`config.mk`:
```
export PLATFORM = sky130hd
export DESIGN_NAME = signed_int_to_decimal_ascii_core
export DESIGN_NICKNAME = d
export VERILOG_FILES = /design/src/rtl/core/itoa_pkg.sv /design/src/rtl/core/signed_int_to_decimal_ascii_core.sv /design/src/rtl/core/itoa_cell.sv
export SDC_FILE = /design/constraint.sdc
export NUM_CORES = 1
export LEC_CHECK = 0
export BUFFER_PORTS_ARGS = -buffer_cell sky130_fd_sc_hd__buf_2
export CORE_ASPECT_RATIO = 0.6
export CORE_MARGIN = 5
export CORE_UTILIZATION = 53
export DETAILED_ROUTE_END_ITERATION = 8
export PLACE_DENSITY_LB_ADDON = 0.1
export SKIP_LAST_GASP = 1
export SYNTH_ARGS = -nofsm -noshare
export SYNTH_HDL_FRONTEND = slang
export SYNTH_SLANG_ARGS = --single-unit
```
`constraint.sdc`:
```
create_clock -name clk -period 2.82 [get_ports clk]
set_input_delay 0.282 -clock clk [delete_from_list [all_inputs] [get_ports clk]]
set_output_delay 0.282 -clock clk [all_outputs]
set_load 0.02 [all_outputs]
```
`src/rtl/core/itoa_pkg.sv`:
```
// shared types, constants and elaboration-time helpers for the signed integer to
// decimal ascii converter; no dependencies
package itoa_pkg;

    localparam int VALUE_WIDTH_DEF = 32;
    localparam int DIGIT_W         = 4;

    localparam logic [7:0] MINUS_CHAR = 8'h2D;
    localparam logic [7:0] ZERO_CHAR  = 8'h30;

    // per-cycle command from the sequencer to every bcd cell
    typedef struct packed {
        logic clear;   // zero the digit
        logic dabble;  // add-3 correct, then shift one bit in from below
        logic move;    // take the lower neighbor's digit (shift toward msd)
    } itoa_cell_ctl_t;

    // decimal digits needed for the largest magnitude, 2^(w-1)
    function automatic int dec_digits(input int w);
        longint unsigned v;
        int              n;
        v = longint'(1) << (w - 1);
        n = 0;
        while (v != 0) begin
            v = v / 10;
            n = n + 1;
        end
        return n;
    endfunction

endpackage

```
`src/rtl/core/signed_int_to_decimal_ascii_core.sv`:
```
// top level of the signed integer to decimal ascii converter: sequencer plus
// a row of itoa_cell bcd digit cells; depends on itoa_pkg and itoa_cell
//
// usage:
//   slave side (s_tvalid/s_tready/s_tdata) takes one signed two's complement
//   value per beat in s_tdata[VALUE_WIDTH-1:0]; padding bits above are ignored.
//   master side (m_tvalid/m_tready/m_tdata/m_tlast) gives one ascii character
//   per beat, most significant first: an optional '-', then the digits with
//   leading zeros dropped; m_tlast marks the final digit. zero gives one '0'.
// timing:
//   a value is shifted through the digit cells one bit per cycle after the
//   accepting edge. leading zero cells are then skipped at one per cycle (up
//   to N_DIG-1), and characters leave at one per cycle while m_tready is
//   high. one value is in work at a time; s_tready is high only while idle.
// reset and stall:
//   reset returns the sequencer to idle and empties the output register.
//   when m_tready is low the character holds in the output register and the
//   sequencer waits; nothing is dropped.
module signed_int_to_decimal_ascii_core #(
    parameter int VALUE_WIDTH = itoa_pkg::VALUE_WIDTH_DEF
) (
    input  logic                                clk,
    input  logic                                rst_n,
    input  logic                                s_tvalid,
    output logic                                s_tready,
    input  logic [((VALUE_WIDTH+7)/8)*8-1:0]    s_tdata,   // [VALUE_WIDTH-1:0] number
    output logic                                m_tvalid,
    input  logic                                m_tready,
    output logic [7:0]                          m_tdata,   // [7:0] character
    output logic                                m_tlast    // last_char
);
    import itoa_pkg::*;

    localparam int N_DIG = dec_digits(VALUE_WIDTH);
    localparam int BW    = $clog2(VALUE_WIDTH + 1);
    localparam int DW    = $clog2(N_DIG + 1);

    typedef enum logic [2:0] {
        ST_IDLE,
        ST_CONV,
        ST_SKIP,
        ST_SIGN,
        ST_EMIT
    } state_t;

    state_t                 state_reg, state_next;
    logic [VALUE_WIDTH-1:0] mag_reg, mag_next;
    logic                   neg_reg, neg_next;
    logic [BW-1:0]          bit_cnt_reg, bit_cnt_next;
    logic [DW-1:0]          dig_cnt_reg, dig_cnt_next;
    logic                   out_valid_reg, out_valid_next;
    logic [7:0]             out_data_reg, out_data_next;
    logic                   out_last_reg, out_last_next;

    itoa_cell_ctl_t         ctl;
    logic [VALUE_WIDTH-1:0] number;
    logic                   out_free;
    logic [3:0]             top_digit;

    logic [3:0]             digit_w [N_DIG];
    logic                   carry_w [N_DIG];

    // row of digit cells, least significant at index 0
    for (genvar i = 0; i < N_DIG; i++)
    begin : g_cell
        if (i == 0)
        begin : g_lsd
            itoa_cell u_cell (
                .clk      (clk),
                .ctl      (ctl),
                .bit_in   (mag_reg[VALUE_WIDTH-1]),
                .digit_in (4'd0),
                .bit_out  (carry_w[i]),
                .digit    (digit_w[i])
            );
        end
        else
        begin : g_upper
            itoa_cell u_cell (
                .clk      (clk),
                .ctl      (ctl),
                .bit_in   (carry_w[i-1]),
                .digit_in (digit_w[i-1]),
                .bit_out  (carry_w[i]),
                .digit    (digit_w[i])
            );
        end
    end

    assign number    = s_tdata[VALUE_WIDTH-1:0];
    assign top_digit = digit_w[N_DIG-1];
    assign out_free  = !out_valid_reg || m_tready;

    assign s_tready  = (state_reg == ST_IDLE);
    assign m_tvalid  = out_valid_reg;
    assign m_tdata   = out_data_reg;
    assign m_tlast   = out_last_reg;

    // sequencer next state and cell commands
    always_comb
    begin
        state_next     = state_reg;
        mag_next       = mag_reg;
        neg_next       = neg_reg;
        bit_cnt_next   = bit_cnt_reg;
        dig_cnt_next   = dig_cnt_reg;
        out_valid_next = out_valid_reg;
        out_data_next  = out_data_reg;
        out_last_next  = out_last_reg;
        ctl            = '0;

        // output beat taken
        if (out_valid_reg && m_tready)
        begin
            out_valid_next = 1'b0;
        end

        case (state_reg)
            ST_IDLE:
            begin
                if (s_tvalid)
                begin
                    neg_next     = number[VALUE_WIDTH-1];
                    mag_next     = number[VALUE_WIDTH-1] ?
                                   VALUE_WIDTH'(~number + 1'b1) : number;
                    bit_cnt_next = BW'(VALUE_WIDTH);
                    ctl.clear    = 1'b1;
                    state_next   = ST_CONV;
                end
            end
            ST_CONV:
            begin
                ctl.dabble   = 1'b1;
                mag_next     = {mag_reg[VALUE_WIDTH-2:0], 1'b0};
                bit_cnt_next = bit_cnt_reg - 1'b1;
                if (bit_cnt_reg == BW'(1))
                begin
                    dig_cnt_next = DW'(N_DIG);
                    state_next   = ST_SKIP;
                end
            end
            ST_SKIP:
            begin
                // drop leading zero digits, keep at least one
                if (top_digit == 4'd0 && dig_cnt_reg > DW'(1))
                begin
                    ctl.move     = 1'b1;
                    dig_cnt_next = dig_cnt_reg - 1'b1;
                end
                else
                begin
                    state_next = neg_reg ? ST_SIGN : ST_EMIT;
                end
            end
            ST_SIGN:
            begin
                if (out_free)
                begin
                    out_valid_next = 1'b1;
                    out_data_next  = MINUS_CHAR;
                    out_last_next  = 1'b0;
                    state_next     = ST_EMIT;
                end
            end
            ST_EMIT:
            begin
                if (out_free)
                begin
                    out_valid_next = 1'b1;
                    out_data_next  = ZERO_CHAR + {4'd0, top_digit};
                    out_last_next  = (dig_cnt_reg == DW'(1));
                    ctl.move       = 1'b1;
                    dig_cnt_next   = dig_cnt_reg - 1'b1;
                    if (dig_cnt_reg == DW'(1))
                    begin
                        state_next = ST_IDLE;
                    end
                end
            end
            default:
            begin
                state_next = ST_IDLE;
            end
        endcase
    end

    // state and registered outputs
    always_ff @(posedge clk or negedge rst_n)
    begin
        if (!rst_n)
        begin
            state_reg     <= ST_IDLE;
            mag_reg       <= '0;
            neg_reg       <= 1'b0;
            bit_cnt_reg   <= '0;
            dig_cnt_reg   <= '0;
            out_valid_reg <= 1'b0;
            out_data_reg  <= '0;
            out_last_reg  <= 1'b0;
        end
        else
        begin
            state_reg     <= state_next;
            mag_reg       <= mag_next;
            neg_reg       <= neg_next;
            bit_cnt_reg   <= bit_cnt_next;
            dig_cnt_reg   <= dig_cnt_next;
            out_valid_reg <= out_valid_next;
            out_data_reg  <= out_data_next;
            out_last_reg  <= out_last_next;
        end
    end

endmodule

```
`src/rtl/core/itoa_cell.sv`:
```
// one bcd digit cell of the double-dabble chain
// depends on itoa_pkg for the control struct and digit width
module itoa_cell (
    input  logic                    clk,
    input  itoa_pkg::itoa_cell_ctl_t ctl,
    input  logic                    bit_in,
    input  logic [3:0]              digit_in,
    output logic                    bit_out,
    output logic [3:0]              digit
);
    import itoa_pkg::*;

    logic [DIGIT_W-1:0] digit_reg;
    logic [DIGIT_W-1:0] digit_next;
    logic [DIGIT_W-1:0] adjusted;

    // add-3 correction before each shift
    assign adjusted = (digit_reg >= DIGIT_W'(5)) ? digit_reg + DIGIT_W'(3) : digit_reg;
    assign bit_out  = adjusted[DIGIT_W-1];
    assign digit    = digit_reg;

    // next digit by command
    always_comb
    begin
        digit_next = digit_reg;
        if (ctl.clear)
        begin
            digit_next = '0;
        end
        else if (ctl.dabble)
        begin
            digit_next = {adjusted[DIGIT_W-2:0], bit_in};
        end
        else if (ctl.move)
        begin
            digit_next = digit_in;
        end
    end

    // digit storage
    always_ff @(posedge clk)
    begin
        digit_reg <= digit_next;
    end

endmodule
```
# After elaboration in Yosys (flattened, before gate mapping)

Cells that the tools add are included.

Register bits after elaboration: 96
Output and inout port bits: 11

Magnitude comparators: 11
Muxes and demuxes: 62
Bitwise operators: 1
Reductions and logical operators: 16
Add/sub/neg operators: 14
Eq/ne operators: 13

Operators by type and width:

| cell                                                                  | count |
|---|---|
| 4-bit 2-to-1 mux                                                      | 32 |
| 32-bit 2-to-1 mux                                                     | 2 |
| 32-bit one-hot mux with 2 select lines                                | 1 |
| 4-bit by 3-bit >= comparator with 1-bit output, second input constant | 10 |
| 4-bit by 2-bit adder with 4-bit output, second input constant         | 9 |
| 32-bit by 1-bit adder with 32-bit output, second input constant       | 1 |
| 32-bit NOT                                                            | 1 |
| 3-bit 2-to-1 mux                                                      | 8 |
| 8-bit 2-to-1 mux                                                      | 2 |
| 8-bit one-hot mux with 2 select lines                                 | 1 |
| 3-bit one-hot mux with 5 select lines                                 | 1 |
| 2-bit != test, second input constant                                  | 7 |
| 4-bit one-hot mux with 3 select lines                                 | 1 |
| 6-bit one-hot mux with 2 select lines                                 | 1 |
| 1-bit 2-to-1 mux                                                      | 10 |
| 6-bit by 4-bit adder with 7-bit output, first input constant          | 1 |
| 3-bit by 2-bit == test with 1-bit output, second input constant       | 2 |
| 6-bit by 1-bit == test with 1-bit output, second input constant       | 1 |
| 6-bit 2-to-1 mux                                                      | 1 |
| 6-bit AND reduction                                                   | 1 |
| 2-bit nonzero test                                                    | 3 |
| 6-bit by 1-bit subtractor with 6-bit output, second input constant    | 1 |
| 4-bit by 1-bit == test with 1-bit output, second input constant       | 1 |
| 4-bit by 1-bit > comparator with 1-bit output, second input constant  | 1 |
| other kinds (15)                                                      | 18 |

# Logic depth before layout (Yosys ltp)

Gate-level depths: netlist (run 1).

Depth after elaboration: 6
Mapped depth: 8

# Cells and area by module

A second synthesis (run 1) with hierarchy kept.

Cells, all modules: 706
Area, all modules: 5990.7 sq um

Modules (own cells, without submodules):

| module                           | times used | cells each | sequential area each (sq um) | area an instance (sq um) |
|---|---|---|---|---|
| signed_int_to_decimal_ascii_core | 1          | 356        | 1351.3                       | 3188.1 |
| itoa_cell                        | 10         | 35         | 80.1                         | 280.3 |

# Worst setup path after synthesis (run 1)

OpenSTA, ideal clock, no wires.

Path kind: input to register
From: input port s_tdata[26]
To: register mag_reg[30]
Path slack: 767 ps
Cell stages on the path: 5
Arrival time: 1926 ps
Library setup time: 126 ps
Path buffers: 0
Cell sequence: or4_4 -> or3_4 -> or2_0 -> o31a_1 -> a311o_1

Longest elaborated chain between the ends: 5

Ends and longest elaborated chain:

| what                                     | line                                    | text |
|---|---|---|
| start: declaration                       | signed_int_to_decimal_ascii_core.sv:26  | `input logic [((VALUE_WIDTH+7)/8)*8-1:0] s_tdata,` |
| 32-bit NOT                               | signed_int_to_decimal_ascii_core.sv:125 | `VALUE_WIDTH'(~number + 1'b1) : number;` |
| 32-bit by 1-bit adder with 32-bit output | signed_int_to_decimal_ascii_core.sv:125 |  |
| 32-bit 2-to-1 mux                        | signed_int_to_decimal_ascii_core.sv:124 | `mag_next = number[VALUE_WIDTH-1] ?` |
| 32-bit 2-to-1 mux                        | signed_int_to_decimal_ascii_core.sv:121 | `if (s_tvalid)` |
| 32-bit one-hot mux with 2 select lines   | signed_int_to_decimal_ascii_core.sv:118 | `case (state_reg)` |
| end signal: assignment                   | signed_int_to_decimal_ascii_core.sv:204 | `mag_reg <= mag_next;` |
| end: declaration                         | signed_int_to_decimal_ascii_core.sv:47  | `logic [VALUE_WIDTH-1:0] mag_reg, mag_next;` |

No other way between the ends. The select of a mux whose other input is x is not followed.
A chain may end at the register's enable or synchronous reset.

# Final worst setup path (run 1)

From: register g_cell[9].g_upper.u_cell.digit_reg[1]
To: register g_cell[2].g_upper.u_cell.digit_reg[3]

Longest elaborated chain between the ends: 5

Ends and longest elaborated chain:

| what                                  | line                                    | text |
|---|---|---|
| start: declaration                    | itoa_cell.sv:13                         | `logic [DIGIT_W-1:0] digit_reg;` |
| start signal: assignment              | itoa_cell.sv:43                         | `digit_reg <= digit_next;` |
| 4-bit zero test                       | signed_int_to_decimal_ascii_core.sv:145 | `if (top_digit == 4'd0 && dig_cnt_reg > DW'(1))` |
| 1-bit logical AND                     | signed_int_to_decimal_ascii_core.sv:145 |  |
| 1-bit 2-to-1 mux                      | signed_int_to_decimal_ascii_core.sv:145 |  |
| 1-bit one-hot mux with 2 select lines | signed_int_to_decimal_ascii_core.sv:118 |  |
| 2-bit nonzero test (no line)          | --                                      |  |
| end signal: assignment                | itoa_cell.sv:43                         |  |
| end: declaration                      | itoa_cell.sv:13                         |  |

No other way between the ends.

==> results.json, run 1 <==
{
  "die_w_um": 147,
  "path_buf_inv": 2,
  "synth_top_area_share_pct": 22.7,
  "vdd_drop_max_mv": 0.549,
  "grt_max_degree": 40,
  "die_y_um": 92.0,
  "cts-root-buf": "clkbuf_16",
  "power_switching_mw": 3.28,
  "clkPwrFrac_pct": 17.6,
  "cts_buffer_depth": 2,
  "grt_usage_pct": 23.7,
  "remaining_drc_errors": 0,
  "coreArea_mm2": 0.0111,
  "slowest_delay_ns": 0.48,
  "critPathArrivalTime_ns": 2.69,
  "syn_area_mm2": 0.00595,
  "synth-seq-cells": 94,
  "netlist_instances": 686,
  "largest_reg_flops": 36,
  "rsz0062_at_grt": "false",
  "grt_antenna_before_repair": 0,
  "avgSynthCellArea_um2": 8.67,
  "crit_chain": "inv_1 > ha_1 > nor4b_1 > o311ai_2 > buf_4 > nand2_2 > mux2i_1 > a211oi_1",
  "ys_warn_count": 0,
  "dr.pass1.iters": 5,
  "outcome": "complete, no violations",
  "num-fill-cells": 1005,
  "postCtsResizedCells": 0,
  "sw_frac_of_total_pct": 43.6,
  "fmaxAchievable_mhz": 411,
  "wl_um": 15500,
  "power_frac_seq_pct": 34.9,
  "initial_core_util_pct": 53.3,
  "fin_worst_skew_ns": 0.00585,
  "multi_input_area_mm2": 0.00350,
  "place_congestion": 0.898,
  "leakage_nw": 2.73,
  "power.total_mw": 7.52,
  "max-slew-margin-rel_pct": 42.2,
  "regArea_mm2": 0.00215,
  "routed_via_density": 6.22,
  "synth_cell_type_count": 64,
  "drt_iter0_markers": 360,
  "cts_tree": "built",
  "final_nets": 781,
  "critPathSlowestCell": "nor4b_1",
  "tightest_slew_ns": 0.868,
  "grt_pass1_vias": 5066,
  "fin_setup_tns_ns": 0,
  "numCtsBuffers": 9,
  "cts_sinks": 94,
  "cp_max_fo": 15,
  "yosysMostFrequentCell": "a21oi_1",
  "drive_above_1_share_pct": 13.5,
  "rows": 30,
  "dp_hpwl_um": 11000,
  "hold_class": "input port to register",
  "yosysTopAreaCell": "dfrtp_1",
  "ys_seq_area_share_pct": 36.2,
  "numPortBuffers": 44,
  "fin_crit_ns": 2.44,
  "n_antenna_cell": 0,
  "htreeDepth": 3,
  "hold_viol_final": 0,
  "power_density_mw_per_mm2": 1130,
  "ioPinCount": 47,
  "grt_pass1_wl_um": 26300,
  "clk_latency_ns": 0.35,
  "maxSlewViolCount": 0,
  "ys.flop_type": "dfrtp_1",
  "fin_crit_sh_pct": 86.4,
  "p_comb_share_pct": 47.4,
  "drtAntennaViolNets": 0,
  "area_growth_pct": 12.2,
  "worstSetupEndpointType": "register",
  "setup_violations": 0,
  "dieArea_mm2": 0.0135,
  "cap_violations": 0,
  "path_class": "register to register",
  "synthTopCellsByCount": "a21oi_1 (72), o21ai_0 (66), dfrtp_1 (54)",
  "critPathLaunchType": "register",
  "synth_edf_count": 0,
  "synth-async-reset-ratio_pct": 57.4,
  "post_drt_wl_per_cell_um": 17.9,
  "vias": 5408,
  "ys_top_cells_by_area": "dfrtp_1 (23%), dfxtp_1 (13%), a21oi_1 (6.1%)",
  "internal-power_mw": 4.24,
  "cts.reportedPaths.clkPinSlew_ns": 0.07,
  "required_ns": 3.08,
  "crit_family": "simple AND/OR/NAND/NOR gates",
  "grt.overflow.total": 0
}
[cell usage in the layout (no fill, tap or decap), types with 3 or more instances in the layout]
master     synthesis  final
a211oi_1          36     36
a21oi_1           72     72
a22o_1            11     11
a22oi_1           18     18
a31oi_1            8      8
and3_1             9      9
buf_2              4     44
buf_4              3     18
clkbuf_16          0      9
dfrtp_1           54     54
dfxtp_1           40     40
ha_1              25     25
inv_1             40     40
mux2i_1           33     33
nand2_1           37     37
nand2b_1          14     14
nand3_1           12     12
nand4_1            3      3
nor2_1            28     27
nor2b_1           12     12
nor3_1            16     16
nor3b_1            4      3
nor4_1             9      9
nor4_2             4      4
o21ai_0           66     66
o22a_1             3      3
o31a_1             6      6
o31ai_1            4      4
o32a_1             8      8
o41ai_1            5      5
or3_1              5      4
xnor2_1           13     13
xor2_1            13     13
[worst paths after layout]
path	from	end	slack [ns]	cells past startpoint
max	g_cell[9].g_upper.u_cell.digit[1]$_SDFFE_PP0P_	g_cell[2].g_upper.u_cell.digit[3]$_SDFFE_PP0P_	0.38	8
min	s_tdata[20]	mag_reg[20]$_DFFE_PN0P_	0.23	3
max reg2reg	g_cell[9].g_upper.u_cell.digit[1]$_SDFFE_PP0P_	g_cell[2].g_upper.u_cell.digit[3]$_SDFFE_PP0P_	0.38	8
min reg2reg	m_tdata[4]$_DFFE_PN0P_	m_tdata[4]$_DFFE_PN0P_	0.47	2
max in group asynchronous	rst_n	mag_reg[0]$_DFFE_PN0P_	1.57	3
min in group asynchronous	rst_n	bit_cnt_reg[0]$_DFFE_PN0P_	0.38	2
[power by group through the flow]
stage          Clock [mW]  Combinational, mW  Sequential [mW]
5_1_grt              1.42               4.00             2.73
4_1_cts              1.36               3.55             2.61
3_3_place_gp            0               3.39             2.60
3_5_place_dp            0               3.52             2.63
6_report             1.33               3.57             2.63
2_1_floorplan           0               2.70             2.45
[stage by stage]
step | setup WS [ns] | instances | utilization (%) | hold WS, ns | area [um2]
2_1_floorplan | 0.767 | 687 | - | -0.0136 | 5950
3_3_place_gp | 0.472 | 852 | 56.8 | 0.209 | 6340
3_5_place_dp | 0.423 | 852 | 56.8 | 0.210 | 6340
4_1_cts | 0.386 | 869 | 59.8 | 0.208 | 6670
5_1_grt | 0.131 | 869 | 59.8 | 0.218 | 6670
6_report | 0.384 | 869 | 59.8 | 0.227 | 6670
[cells by family (layout without fill, tap and decap cells)]
family | Yosys count | after routing | share of synthesized area [%]
XOR/XNOR | 26 | 26 | 3.83
AND/OR/NAND/NOR | 173 | 173 | 16.5
buffers and inverters | 81 | 119 | 5.39
multiplexers | 34 | 34 | 5.74
AO/OA/AOI/OAI | 252 | 252 | 27.0
adder cells (fa/ha/maj) | 25 | 25 | 5.26
flip-flops | 94 | 94 | 36.2
other | 1 | 2 | 0.0631
[layout make-up]
cell class / instances / area share [%]
clock inverters: 7 / 1.46
multi-input cells: 512 / 52.5
clock buffers: 9 / 3.38
flip-flops and latches: 94 / 32.3
inverters: 40 / 2.25
well taps: 144 / 2.70
repair buffers: 63 / 5.48
[worst register-to-register path, cell delays in order, from the launching register on]
cell,delay (ns)
dfxtp_1,0.34
inv_1,0.10
ha_1,0.20
nor4b_1,0.48
o311ai_2,0.20
buf_4,0.23
nand2_2,0.40
mux2i_1,0.15
a211oi_1,0.25
[per-layer routing]
metal / track usage (%) / vias up / wire length, um
met5: 0 / - / 0
met4: 4.85 / 0 / 109
li1: - / 2612 / -
met3: 5.38 / 10 / 1030
met1: 36.6 / 2604 / 8010
met2: 33.4 / 182 / 6390
[what timing repair did]
item / CTS / global route
endpoints found under the hold margin: 15 / 0
setup buffers: 0 / 0
setup endpoints to repair: 0 / 0
hold buffers: 1 / 0
Note: power is estimated with default switching activity, not from simulation.
==> run 2: changes to the inputs <==
--- a/config.mk
+++ b/config.mk
@@ -11,6 +11,7 @@
 export CORE_UTILIZATION = 53
 export DETAILED_ROUTE_END_ITERATION = 8
 export PLACE_DENSITY_LB_ADDON = 0.1
+export REMOVE_ABC_BUFFERS = 1
 export SKIP_LAST_GASP = 1
 export SYNTH_ARGS = -nofsm -noshare
 export SYNTH_HDL_FRONTEND = slang
==> results.json, run 2 (synthesis gave the netlist of run 1 again) <==
{
  "dp_hpwl_um": 10900,
  "grt_pass1_vias": 5043,
  "cts.reportedPaths.clkPinSlew_ns": 0.06,
  "path_class": "register to register",
  "drt_iter0_markers": 425,
  "routed_via_density": 6.17,
  "hold_viol_final": 0,
  "layout_setup_ws_ns": 0.290,
  "fmaxAchievable_mhz": 395,
  "required_ns": 3.09,
  "power_density_mw_per_mm2": 1110,
  "regArea_mm2": 0.00215,
  "fin_crit_ns": 2.53,
  "final_nets": 782,
  "grt_antenna_before_repair": 0,
  "drive_above_1_share_pct": 13.8,
  "stdcell_count": 870,
  "htreeDepth": 3,
  "rsz0062_at_grt": "false",
  "wl_um": 15300,
  "numPortBuffers": 44,
  "hold_class": "input port to register",
  "holdWs_ns": 0.232,
  "die_w_um": 147,
  "dieArea_mm2": 0.0135,
  "tightest_slew_ns": 0.874,
  "ioPinCount": 47,
  "rows": 30,
  "cts_tree": "built",
  "max-slew-margin-rel_pct": 41.7,
  "dr.pass1.iters": 5,
  "outcome": "complete, no violations",
  "cts_setup_buffers": 0,
  "remaining_drc_errors": 0,
  "grt_pass1_wl_um": 25700,
  "final_common_cell": "a21oi_1",
  "fin_worst_skew_ns": 0.00697,
  "drtAntennaViolNets": 0,
  "grt.overflow.total": 0,
  "worstSetupEndpointType": "register",
  "maxSlewViolCount": 0,
  "initial_core_util_pct": 53.3,
  "post_drt_wl_per_cell_um": 17.6,
  "largest_reg_flops": 36,
  "leakage_nw": 2.74,
  "grt_max_degree": 43,
  "n_antenna_cell": 0,
  "fin_setup_tns_ns": 0,
  "critPathLaunchType": "register",
  "vdd_drop_max_mv": 0.496,
  "multi_input_area_mm2": 0.00351,
  "clk_latency_ns": 0.35,
  "globalRouteMet3Util_pct": 5.23,
  "dp_worst_setup_slack_ns": 0.187,
  "coreArea_mm2": 0.0111,
  "cp_max_fo": 14,
  "fin_area_mm2": 0.00670,
  "critPathArrivalTime_ns": 2.80,
  "busiest_layer": "met1",
  "use_met1_pct": 35.4,
  "num-fill-cells": 1007,
  "dp.cells": 853,
  "place_congestion": 0.875,
  "place_area_mm2": 0.00637,
  "cap_violations": 0,
  "cts_buffer_depth": 2,
  "setup_violations": 0,
  "die_y_um": 92.0,
  "globalRouteMet2Util_pct": 32.2,
  "numCtsBuffers": 9,
  "area_growth_pct": 12.6,
  "cts_sinks": 94,
  "cts-root-buf": "clkbuf_16",
  "vias": 5364,
  "layout_common_cells": "a21oi_1 (72), o21ai_0 (66), dfrtp_1 (54), buf_2 (44)",
  "fin_crit_sh_pct": 89.7,
  "grt_usage_pct": 23.1
}
[run 2: power breakdown]
group | switching [mW] | leakage, nW | internal [mW] | total, mW
Clock | 0.517 | 0.155 | 0.740 | 1.26
Sequential | 0.640 | 0.983 | 1.97 | 2.61
Combinational | 2.06 | 1.60 | 1.52 | 3.59
[run 2: stage by stage]
stage / util, % / power [mW]
after floorplan: - / 5.07
after global placement: 57.1 / 5.98
after detailed placement: 57.1 / 6.16
after CTS: 60.0 / 7.44
after global routing: 60.1 / 8.08
final: 60.1 / 7.46
[run 2: layout make-up]
cell class / count / area share [%]
Clock inverter: 5 / 0.822
Tap cell: 144 / 2.69
Timing Repair Buffer: 64 / 5.94
Sequential cell: 94 / 32.1
Clock buffer: 11 / 3.79
Multi-Input combinational cell: 512 / 52.4
Inverter: 40 / 2.24
[run 2: routing by layer]
metal  wire [um]  vias to the layer above
met5           0                        -
met4         187                        0
met3         922                       20
met2        6180                      157
met1        8050                     2577
li1            -                     2610
[run 2: repair_timing]
item,in CTS,in global routing
hold buffers,1,0
setup endpoints to repair,0,2
hold endpoints to repair,12,0
gates resized for setup,0,1
[run 2: path summary, 6_finish.rpt]
check                      slack (ns)                         end                        from  cells after the start
max                              0.29  dig_cnt_reg[2]$_DFFE_PN0P_  dig_cnt_reg[1]$_DFFE_PN0P_                      8
min                              0.23     mag_reg[20]$_DFFE_PN0P_                 s_tdata[20]                      3
max reg2reg                      0.29  dig_cnt_reg[2]$_DFFE_PN0P_  dig_cnt_reg[1]$_DFFE_PN0P_                      8
min reg2reg                      0.46      m_tdata[5]$_DFFE_PN0P_      m_tdata[5]$_DFFE_PN0P_                      1
max in group asynchronous        1.62      mag_reg[8]$_DFFE_PN0P_                       rst_n                      3
min in group asynchronous        0.35     mag_reg[25]$_DFFE_PN0P_                       rst_n                      2
[run 2: worst max-delay path, cell delays in order (launching register included)]
cell and delay, ns:
dfrtp_1 0.38, inv_1 0.09, ha_1 0.19, nor2_1 0.07
o311ai_2 0.70, nand2_2 0.48, buf_4 0.28, nand2_1 0.07
mux2i_1 0.18
